`src/rtl/core/sfdf_pkg.sv`:
```
// sfdf_pkg: shared constants, types and saturation helpers for the six-axis
// force decoupling filter. No dependencies.
package sfdf_pkg;

  localparam int AXES       = 6;
  localparam int COEF_FRAC  = 16;
  localparam int ALPHA_FRAC = 16;

  localparam int MODE_W   = 2;
  localparam int CHAN_W   = 4;
  localparam int SAMPLE_W = 16;
  localparam int IDX_W    = 6;
  localparam int COEF_W   = 32;
  localparam int VAL_W    = 32;
  localparam int ALPHA_W  = 17;
  localparam int AXIS_W   = 3;
  localparam int COEF_N   = AXES * AXES;

  localparam int IN_DATA_W = 64;
  localparam int OUT_W     = AXES * SAMPLE_W;

  localparam int PROD_W  = COEF_W + SAMPLE_W;
  localparam int ACC_W   = PROD_W + 3;
  localparam int DIFF_W  = VAL_W + 2;
  localparam int PROD2_W = DIFF_W + ALPHA_W + 1;
  localparam int SAT_W   = PROD2_W;

  localparam logic [ALPHA_W-1:0] ALPHA_ONE = ALPHA_W'(65536);

  localparam int QUEUE_DEPTH = 4;
  localparam int QUEUE_AW    = $clog2(QUEUE_DEPTH);

  typedef enum logic [MODE_W-1:0] {
    MODE_FRAME = 2'd0,
    MODE_COEF  = 2'd1,
    MODE_TARE  = 2'd2,
    MODE_NONE  = 2'd3
  } mode_t;

  typedef enum logic [1:0] {
    CMD_COEF,
    CMD_TARE,
    CMD_SAMPLE,
    CMD_SET
  } cmd_kind_t;

  typedef struct packed {
    cmd_kind_t                  kind;
    logic [AXIS_W-1:0]          slot;
    logic signed [SAMPLE_W-1:0] sample;
    logic [IDX_W-1:0]           idx;
    logic signed [COEF_W-1:0]   value;
  } cmd_t;

  typedef struct packed {
    logic full;
    logic empty;
  } queue_status_t;

  typedef enum logic [1:0] {
    BK_IDLE,
    BK_MAC,
    BK_DRAIN
  } back_state_t;

  function automatic logic signed [VAL_W-1:0] sat_val(input logic signed [SAT_W-1:0] x);
    logic [SAT_W-VAL_W:0] top;
    logic signed [VAL_W-1:0] res;
    top = x[SAT_W-1:VAL_W-1];
    if ((&top) || !(|top)) begin
      res = x[VAL_W-1:0];
    end else if (x[SAT_W-1]) begin
      res = {1'b1, {(VAL_W-1){1'b0}}};
    end else begin
      res = {1'b0, {(VAL_W-1){1'b1}}};
    end
    return res;
  endfunction

  function automatic logic signed [SAMPLE_W-1:0] sat_out(input logic signed [VAL_W-1:0] x);
    logic [VAL_W-SAMPLE_W:0] top;
    logic signed [SAMPLE_W-1:0] res;
    top = x[VAL_W-1:SAMPLE_W-1];
    if ((&top) || !(|top)) begin
      res = x[SAMPLE_W-1:0];
    end else if (x[VAL_W-1]) begin
      res = {1'b1, {(SAMPLE_W-1){1'b0}}};
    end else begin
      res = {1'b0, {(SAMPLE_W-1){1'b1}}};
    end
    return res;
  endfunction

endpackage

```
`src/rtl/core/sfdf_front.sv`:
```
// sfdf_front: accepts input items, tracks the frame channel order and turns
// items into commands for the back end. Depends on sfdf_pkg.
module sfdf_front import sfdf_pkg::*; (
  input  logic                 clk,
  input  logic                 rst_n,
  input  logic                 in_tvalid,
  output logic                 in_tready,
  input  logic [IN_DATA_W-1:0] in_tdata,
  input  logic [MODE_W-1:0]    in_tuser,
  input  queue_status_t        q_status,
  output logic                 push,
  output cmd_t                 push_cmd
);

  logic [AXIS_W-1:0] exp_r, exp_nxt;
  logic [CHAN_W-1:0] chan;
  logic              accept;
  mode_t             mode;

  assign chan      = in_tdata[3:0];
  assign mode      = mode_t'(in_tuser);
  assign in_tready = !q_status.full;
  assign accept    = in_tvalid && in_tready;

  always_comb begin
    exp_nxt         = exp_r;
    push            = 1'b0;
    push_cmd.kind   = CMD_SAMPLE;
    push_cmd.slot   = exp_r - AXIS_W'(1);
    push_cmd.sample = in_tdata[19:4];
    push_cmd.idx    = in_tdata[25:20];
    push_cmd.value  = in_tdata[57:26];
    if (accept) begin
      unique case (mode)
        MODE_FRAME: begin
          if (chan == CHAN_W'(exp_r)) begin
            push = 1'b1;
            if (exp_r == AXIS_W'(AXES)) begin
              push_cmd.kind = CMD_SET;
              exp_nxt       = AXIS_W'(1);
            end else begin
              push_cmd.kind = CMD_SAMPLE;
              exp_nxt       = exp_r + AXIS_W'(1);
            end
          end else begin
            exp_nxt = AXIS_W'(1);
          end
        end
        MODE_COEF: begin
          push_cmd.kind = CMD_COEF;
          push          = (in_tdata[25:20] < IDX_W'(COEF_N));
        end
        MODE_TARE: begin
          push_cmd.kind = CMD_TARE;
          push          = 1'b1;
        end
        MODE_NONE: begin
          push = 1'b0;
        end
      endcase
    end
  end

  always_ff @(posedge clk) begin
    if (!rst_n) begin
      exp_r <= AXIS_W'(1);
    end else begin
      exp_r <= exp_nxt;
    end
  end

endmodule

```
`config.mk`:
```
export PLATFORM = sky130hd
export DESIGN_NAME = sfdf_front
export DESIGN_NICKNAME = d
export VERILOG_FILES = /design/src/rtl/core/sfdf_pkg.sv /design/src/rtl/core/sfdf_front.sv
export SDC_FILE = /design/constraint.sdc
export NUM_CORES = 1
export LEC_CHECK = 0
export BUFFER_PORTS_ARGS = -buffer_cell sky130_fd_sc_hd__buf_4
export CAP_MARGIN = 20
export CORE_AREA = 2 2 54 56
export DETAILED_ROUTE_END_ITERATION = 8
export DIE_AREA = 0 0 56 58
export PLACE_DENSITY = 0.86
export SYNTH_ARGS = -nofsm -noshare
export SYNTH_HDL_FRONTEND = slang
export SYNTH_SLANG_ARGS = --single-unit
```
`constraint.sdc`:
```
create_clock -name clk -period 2.4 [get_ports clk]
set_input_delay 0.48 -clock clk [delete_from_list [all_inputs] [get_ports clk]]
set_output_delay 0.48 -clock clk [all_outputs]
set_load 0.02 [all_outputs]
```
==> results.md <==
- Post-cts gate resize count: 0
- LEAKAGE: 0.319 nW
- DRT iter0 DRCs: 12
- Remaining antenna violation count: 0
- Clk_lat worst skew: 230 ps
- H-tree depth: 1
- GR Util met3: 5.36%
- PD cells: 314 nW/µm²
- Core area: 2660 µm²
- Cells after Synth: 98
- First-pass detailed-route iteration total: 4
- Final hold violation count: 0
- GPL Wtd Cong: 0.729
- Initial Util: 29.3%
- Most used routing layer: met2
- Met1 Use GR: 8.80%
- Final WL: 1210 µm
- Critical-path maximum fanout: 4
- Sink Count: 3
- Die W: 56 µm
- Sequential fraction of the synthesis area: 7.70%
- Via count: 466
- R2r worst-path depth: 5
- Diodes inserted: 0
- Die H: 58 µm
- Fin Setup TNS: 0 ps
- Largest registers: exp_r x3
- TritonCTS Buffers: 3
- RSZ-0062 raised after global routing: false
- CTS root buffer: clkbuf_4
- Largest net degree at the start of global routing: 7
- Commonest cells after routing, fill and taps aside: buf_4, inv_1, ha_1
- Synthesized flop and latch total: 3
- HP Class: in -> reg
- Syn avg cell area: 7.95 µm²
- Reg2reg start: exp_r[0]
- GRT Total Usage: 7.81%
- IO Port Bufs: 24
- Worst path arrival time: 1780 ps
- Total gr overflow: 0
- Crit path top cell by count: buf_4
- Worst-margin pin slew: 248 ps
- Clock Skew: 1.70 ps
- Synth warn: 0
- Synth cell types: 24
- CP Data Required Time: 1920 ps
- Site Rows: 19
- Met2 Use GR: 9.08%
- First-pass GRT wire length: 1900 µm
- CP Class: in -> out
- Slowest-stage cell, CP: or4_1
- Post-Syn Area: 779 µm²
- Max-slew violations: 0
- Kind of end point of the critical path: output pin
- Crit share post-route: 94.0%
- Biggest register: exp_r
- Clock-pin slew on the worst setup and hold paths: 30 ps
- Minimum clock period: 2260 ps
- Status: completed
- CP peak stage delay: 410 ps
- WL per Instance: 11.7 µm
- Total power: 0.197 mW
- R2R Setup Slk: 1080 ps
- Max Fclk: 0.443 GHz
- # DRC: 0
- CTS tree: done
- Filler Cells Inserted: 309
- Top Ports: 132
- Crit path launch type: input port
- Max VDD drop: 0.127 mV
- WHS Path Cells: 3
- Initial antenna violation count: 0
- Buffer levels on the longest clock path: 2
- Postcts setup bufs: 0
- Area growth syn-to-layout: -19.6%
- Critical Path Start: in_tuser[1]
- DP HPWL: 1000 µm
- Share of cells above drive strength 1: 41.1%
- Commonest non-fill, non-tap cell in the layout: buf_4
- Vias in the first global route: 430
- Hold Crit Start: rst_n
- Final setup vio count: 0
- Final nets: 152
- Cts hold-fix bufs: 0
- Die area: 3250 µm²
- Slew headroom: 83.3%
- CP cell instances: buf_4, inv_1, ha_1, nand2_1, or4_1, a311oi_1, buf_4
- Synth Net Count: 176
- Max-cap violations: 0
- Max FFs per register: 3
- Via/cell ratio: 4.48
## worst max-delay path: cells and delay by family
kind / cells / cell delay [ps]
and+or+nand+nor: 2 / 470
adders and majority gates: 1 / 130
buffers and inverters: 3 / 390
AOI/OAI and AO/OA: 1 / 300
## layout make-up
cell class	count	area (µm²)	share of cell area (%)
multi-input cells	34	288	45.9
clock buffers	4	26.3	4.19
repair buffers	25	188	29.9
well taps	31	38.8	6.19
inverters	7	26.3	4.19
flip-flops and latches	3	60.1	9.58
## cell usage after synthesis, drive strengths merged
| cell type | instances | area [µm²] |
|---|---|---|
| buf | 54 | 405 |
| nand2 | 4 | 15.0 |
| ha | 7 | 87.6 |
| o22ai | 1 | 6.26 |
| o41ai | 1 | 16.3 |
| dfxtp | 3 | 60.1 |
| and3b | 1 | 8.76 |
| o21ai | 1 | 5.00 |
| o2111ai | 1 | 8.76 |
| nor2b | 2 | 12.5 |
| and4b | 1 | 10.0 |
| nand3 | 1 | 5.00 |
| xor2 | 1 | 8.76 |
| nand4b | 1 | 8.76 |
| nand3b | 1 | 7.51 |
| o221ai | 1 | 8.76 |
| inv | 7 | 26.3 |
| a311oi | 1 | 8.76 |
| a21oi | 1 | 5.00 |
| a2bb2oi | 1 | 8.76 |
| xnor2 | 3 | 26.3 |
| o22a | 1 | 10.0 |
| or4 | 1 | 7.51 |
| nand4 | 2 | 12.5 |
## final timing paths
kind	to
hold reg to reg	exp_r[1]
setup reg to reg	exp_r[0]
setup / recovery	push
hold / removal	exp_r[2]
## kinds of logic after synthesis
family / after synthesis / synth area share [%]
AND/OR/NAND/NOR: 14 / 11.2
flip-flops: 3 / 7.70
adder cells (fa/ha/maj): 7 / 11.2
XOR/XNOR: 4 / 4.50
AO/OA/AOI/OAI: 9 / 9.95
buffers and inverters: 61 / 55.4
## where the power goes
group          internal, mW  switching (mW)
logic                0.0312          0.0281
clock network        0.0622          0.0245
registers            0.0503        0.000203
## stage by stage
step | utilization, % | std cells | cell area, µm² | worst slack, ps | hold WS [ps]
floorplan | - | 98 | 779 | 145 | 539
global placement | 22.6 | 100 | 601 | 134 | 573
detailed placement | 22.6 | 100 | 601 | 121 | 604
CTS | 23.5 | 104 | 627 | 121 | 525
global route | 23.5 | 104 | 627 | 73.2 | 539
finish | 23.5 | 104 | 627 | 143 | 535
## routing by layer
| metal | share of wire (%) | vias up | wire length (µm) |
|---|---|---|---|
| met3 | 13 | 22 | 158 |
| met2 | 41 | 35 | 494 |
| met4 | 5.5 | 0 | 67 |
| met5 | 0 | - | 0 |
| li1 | - | 220 | - |
| met1 | 41 | 189 | 494 |
(Power assumes the default switching activity.)
