### src/rtl/core/sfdf_pkg.sv
// sfdf_pkg: shared constants, types and saturation helpers for the six-axis
// force decoupling filter. No dependencies.
package sfdf_pkg;

  localparam int AXES       = 6;
  localparam int COEF_FRAC  = 16;
  localparam int ALPHA_FRAC = 16;

  localparam int MODE_W   = 2;
  localparam int CHAN_W   = 4;
  localparam int SAMPLE_W = 16;
  localparam int IDX_W    = 6;
  localparam int COEF_W   = 32;
  localparam int VAL_W    = 32;
  localparam int ALPHA_W  = 17;
  localparam int AXIS_W   = 3;
  localparam int COEF_N   = AXES * AXES;

  localparam int IN_DATA_W = 64;
  localparam int OUT_W     = AXES * SAMPLE_W;

  localparam int PROD_W  = COEF_W + SAMPLE_W;
  localparam int ACC_W   = PROD_W + 3;
  localparam int DIFF_W  = VAL_W + 2;
  localparam int PROD2_W = DIFF_W + ALPHA_W + 1;
  localparam int SAT_W   = PROD2_W;

  localparam logic [ALPHA_W-1:0] ALPHA_ONE = ALPHA_W'(65536);

  localparam int QUEUE_DEPTH = 4;
  localparam int QUEUE_AW    = $clog2(QUEUE_DEPTH);

  typedef enum logic [MODE_W-1:0] {
    MODE_FRAME = 2'd0,
    MODE_COEF  = 2'd1,
    MODE_TARE  = 2'd2,
    MODE_NONE  = 2'd3
  } mode_t;

  typedef enum logic [1:0] {
    CMD_COEF,
    CMD_TARE,
    CMD_SAMPLE,
    CMD_SET
  } cmd_kind_t;

  typedef struct packed {
    cmd_kind_t                  kind;
    logic [AXIS_W-1:0]          slot;
    logic signed [SAMPLE_W-1:0] sample;
    logic [IDX_W-1:0]           idx;
    logic signed [COEF_W-1:0]   value;
  } cmd_t;

  typedef struct packed {
    logic full;
    logic empty;
  } queue_status_t;

  typedef enum logic [1:0] {
    BK_IDLE,
    BK_MAC,
    BK_DRAIN
  } back_state_t;

  function automatic logic signed [VAL_W-1:0] sat_val(input logic signed [SAT_W-1:0] x);
    logic [SAT_W-VAL_W:0] top;
    logic signed [VAL_W-1:0] res;
    top = x[SAT_W-1:VAL_W-1];
    if ((&top) || !(|top)) begin
      res = x[VAL_W-1:0];
    end else if (x[SAT_W-1]) begin
      res = {1'b1, {(VAL_W-1){1'b0}}};
    end else begin
      res = {1'b0, {(VAL_W-1){1'b1}}};
    end
    return res;
  endfunction

  function automatic logic signed [SAMPLE_W-1:0] sat_out(input logic signed [VAL_W-1:0] x);
    logic [VAL_W-SAMPLE_W:0] top;
    logic signed [SAMPLE_W-1:0] res;
    top = x[VAL_W-1:SAMPLE_W-1];
    if ((&top) || !(|top)) begin
      res = x[SAMPLE_W-1:0];
    end else if (x[VAL_W-1]) begin
      res = {1'b1, {(SAMPLE_W-1){1'b0}}};
    end else begin
      res = {1'b0, {(SAMPLE_W-1){1'b1}}};
    end
    return res;
  endfunction

endpackage

### src/rtl/core/sfdf_queue.sv
// sfdf_queue: short command queue between front and back end.
// Depends on sfdf_pkg.
module sfdf_queue import sfdf_pkg::*; (
  input  logic          clk,
  input  logic          rst_n,
  input  logic          push,
  input  cmd_t          push_cmd,
  input  logic          pop,
  output cmd_t          head,
  output queue_status_t q_status
);

  cmd_t                entry_r [QUEUE_DEPTH];
  logic [QUEUE_AW-1:0] wr_ptr_r, rd_ptr_r;
  logic [QUEUE_AW:0]   count_r;
  logic                do_push, do_pop;

  assign q_status.full  = (count_r == (QUEUE_AW+1)'(QUEUE_DEPTH));
  assign q_status.empty = (count_r == '0);
  assign head           = entry_r[rd_ptr_r];
  assign do_push        = push && !q_status.full;
  assign do_pop         = pop && !q_status.empty;

  always_ff @(posedge clk) begin
    if (!rst_n) begin
      wr_ptr_r <= '0;
      rd_ptr_r <= '0;
      count_r  <= '0;
    end else begin
      if (do_push) begin
        wr_ptr_r <= wr_ptr_r + QUEUE_AW'(1);
      end
      if (do_pop) begin
        rd_ptr_r <= rd_ptr_r + QUEUE_AW'(1);
      end
      if (do_push && !do_pop) begin
        count_r <= count_r + (QUEUE_AW+1)'(1);
      end else if (do_pop && !do_push) begin
        count_r <= count_r - (QUEUE_AW+1)'(1);
      end
    end
  end

  always_ff @(posedge clk) begin
    if (do_push) begin
      entry_r[wr_ptr_r] <= push_cmd;
    end
  end

endmodule

### config.mk
export PLATFORM = sky130hd
export DESIGN_NAME = sfdf_queue
export DESIGN_NICKNAME = d
export VERILOG_FILES = /design/src/rtl/core/sfdf_pkg.sv /design/src/rtl/core/sfdf_queue.sv
export SDC_FILE = /design/constraint.sdc
export NUM_CORES = 1
export LEC_CHECK = 0
export ABC_AREA = 1
export BUFFER_PORTS_ARGS = -buffer_cell sky130_fd_sc_hd__buf_2
export CORE_MARGIN = 5
export CORE_UTILIZATION = 50
export CTS_BUF_LIST = sky130_fd_sc_hd__clkbuf_4
export DETAILED_ROUTE_END_ITERATION = 7
export HOLD_SLACK_MARGIN = 0.03
export PLACE_DENSITY = 0.74
export SKIP_LAST_GASP = 1
export SYNTH_ARGS = -nofsm -noshare
export SYNTH_HDL_FRONTEND = slang
export SYNTH_SLANG_ARGS = --single-unit
### constraint.sdc
create_clock -name clk -period 5 [get_ports clk]
set_input_delay 1.5 -clock clk [delete_from_list [all_inputs] [get_ports clk]]
set_output_delay 1.5 -clock clk [all_outputs]
set_load 0.05 [all_outputs]
==> results.yml <==
run_status:
  status: "complete, no violations"
clock_tree:
  cts_buffer_depth: 3
  post_cts_buffers: 0
  tritoncts: "yes"
  cts_resized: 0
  cts_made_buffers: 59
  clkSinkCount: 245
  holdBufCountCts: 0
  worstSkewPairLatency_ns: 0.66
  clk_pin_slew_worst_paths_ns: 0.06
  root_buffer: "clkbuf_4"
  htree_levels: 2
setup_path:
  endpoint_kind: "output port"
  slowest_stage: "dfxtp_4"
  required_ns: 3.50
  cp-start-kind: "flop"
  crit_path_max_incr_delay_ns: 0.93
  worstPathCellList: "inv_6 > o21ai_0 > o22ai_1 > buf_2"
  path_buf_inv: 2
  cp.arrival_ns: 2.85
  crit_type: "reg2out"
  cp_top_family: "flip-flops"
  critical_path.max_fanout: 118
power_and_ir_drop:
  p_comb_frac: 0.322
  internal_power_uw: 3701
  switching_power_uw: 2415
  clock_power_share: 0.250
  seq_power_share: 0.428
  vdd_drop_max_mv: 0.3950
  p_per_area_mw_per_mm2: 570.0
  p_leak_uw: 0.003880
  p_sw_frac: 0.3949
floorplanning:
  rows: 49
  die_w_um: 145.7
  start_util: 0.5108
  die_area_mm2: 0.02123
  fp.coreArea_mm2: 0.01802
  pin_count: 124
  dieHeight_um: 145.7
synth:
  yosys.area.top_type_share: 0.7697
  ys.flop_type: "edfxtp_1"
  synth_simple_gate_area_share: 0.06292
  synth_compound_area_frac: 0.1064
  synth_top_cell_by_area: "edfxtp_1"
  synth-edff-count: 236
  synth_nets: 709
  synth_area_per_cell_um2: 14.39
  ys_ff_latch: 245
  muxShareOfSynthArea: 0
  yosys_warnings: 0
  synth_top_family_by_area: "compound AO/OA/AOI/OAI gates"
  synth_xor_area_frac: 0.0009512
  postSynthCellCount: 640
  synth.area.top_cells: "edfxtp_1 (77%), o21ai_0 (6.1%), nor2_1 (5.4%), o22ai_1 (4.0%), dfxtp_1 (2.0%)"
  synth.most_common_cell: "edfxtp_1"
  yosysSeqAreaShare: 0.7892
  synth_cell_types: 21
  syn_area_mm2: 0.009208
  synthTopCellsByCount: "edfxtp_1 (236), nor2_1 (132), o21ai_0 (113), o22ai_1 (59), inv_1 (16)"
  async_flop_share: 0
  synthAdderAreaFrac: 0.008969
timing:
  worst_slew_pin_slew_ns: 1.030
  min_period_over_period: 0.8694
  rsz0062_at_grt: "false"
  fin_worst_skew_ns: 0.03289
  timing.final.hold_violations: 0
  slew_headroom: 0.3124
  finalSetupViolCount: 0
  fmax_mhz: 230.0
  period_needed_ns: 4.347
  final.setup.tns_ns: 0
  slew_viol_final: 0
global_route:
  antenna_found_initial: 3
  grt_overflow: 0
  grt_util_all_layers: 0.1831
  grt_pass1_wl_um: 31290
  grt_max_degree: 119
  grt_pass1_vias: 6124
layout:
  final_area_mm2: 0.01073
  layout-drive-gt1-share: 0.2710
  area_growth_pct: 16.54
  nets: 864
route:
  vias_per_cell: 5.454
  via_count: 5863
  post_drt_wl_per_cell_um: 18.15
  detail-route-antenna-nets: 0
  drc: 0
  routed_wl_um: 19510
  dr.pass1.iters: 5
  drtIter0Drc: 381
placed_design:
  place.detailed.hpwl_um: 10690
  dpl_cell_area_mm2: 0.009987
  gp_congestion: 0.7699
  port_buffers: 123
hold_path:
  hp-class: "reg2reg"
flow_run:
  max_cap_viol_count: 0
## registers in the layout (all words and copies together) (netlist names), named ones only
| register | flops |
|---|---|
| count_r | 3 |
| entry_r | 236 |
| rd_ptr_r | 2 |
| wr_ptr_r | 2 |
## power by group through the flow
| stage | logic [uW] | registers, uW | clock network (uW) |
|---|---|---|---|
| after floorplan | 1560 | 2600 | 0 |
| final | 1970 | 2620 | 1530 |
| after global placement | 1940 | 2650 | 0 |
| after CTS | 1990 | 2620 | 1580 |
| after detailed placement | 1980 | 2670 | 0 |
| after global routing | 2110 | 2650 | 1700 |
## cells by family (layout without fill, tap and decap cells)
family                   Yosys count  after routing
buffers and inverters             55            260
AO/OA/AOI/OAI                    181            181
flip-flops                       245            245
other                              0              1
adder cells (fa/ha/maj)            6              6
XOR/XNOR                           1              1
AND/OR/NAND/NOR                  152            152
## cell type report
type / instances / area (um2)
sequential: 245 / 7272
timing repair buffer: 131 / 675.6
clock buffer: 86 / 645.6
clock inverter: 25 / 95.09
antenna: 1 / 2.502
fill: 1420 / 7295
inverter: 18 / 72.57
multi-input combinational: 340 / 1680
tap: 229 / 286.5
## worst paths after layout
check	from	endpoint	slack (ns)	depth (start not counted)
setup / recovery	flop	head[20]	0.65	4
hold / removal	rd_ptr_r[1]	flop	0.50	2
setup reg to reg	count_r[0]	entry_r[2][13]	2.55	5
hold reg to reg	rd_ptr_r[1]	flop	0.50	2
## metal layers
layer / wire length, um / share of wire / vias to the layer above / global-route usage
met4: 305 / 0.016 / 6 / 0.06297
met3: 1307 / 0.067 / 34 / 0.05045
met1: 8218 / 0.42 / 2878 / 0.2324
li1: - / - / 2747 / -
met5: 33 / 0.0017 / - / 0
met2: 9642 / 0.49 / 198 / 0.3051
## placed cells by master, fill, tap and decap left out, types with 7 or more instances in the layout
master    Yosys  final
o21ai_0     113    113
o22ai_1      59     59
inv_1        16     16
buf_2        11    123
nor2_1      132    128
clkbuf_4      0     86
edfxtp_1    236    236
dfxtp_1       9      7
clkinv_1      0     21
buf_4         5      8
nand2_1      15     15
## worst reg2reg max path, cell delays in order, from the launching register on
cell and delay, ns:
dfxtp_1 0.41, nor2_1 0.09, nand2_1 0.15, nand2_1 0.26, nor2_4 0.70, buf_4 0.49
## through the flow
stage / total power (uW) / std cells / hold WS [ns] / setup WS (ns) / util
floorplan: 4159 / 640 / 0.4648 / 0.4435 / -
global placement: 4591 / 963 / 0.4740 / 1.396 / 0.5541
detailed placement: 4648 / 963 / 0.4911 / 1.321 / 0.5541
CTS: 6186 / 1074 / 0.5020 / 0.6152 / 0.5952
global route: 6461 / 1074 / 0.5463 / 0.3340 / 0.5952
finish: 6117 / 1075 / 0.5001 / 0.6530 / 0.5953
Power figures use the tool's default switching activity.
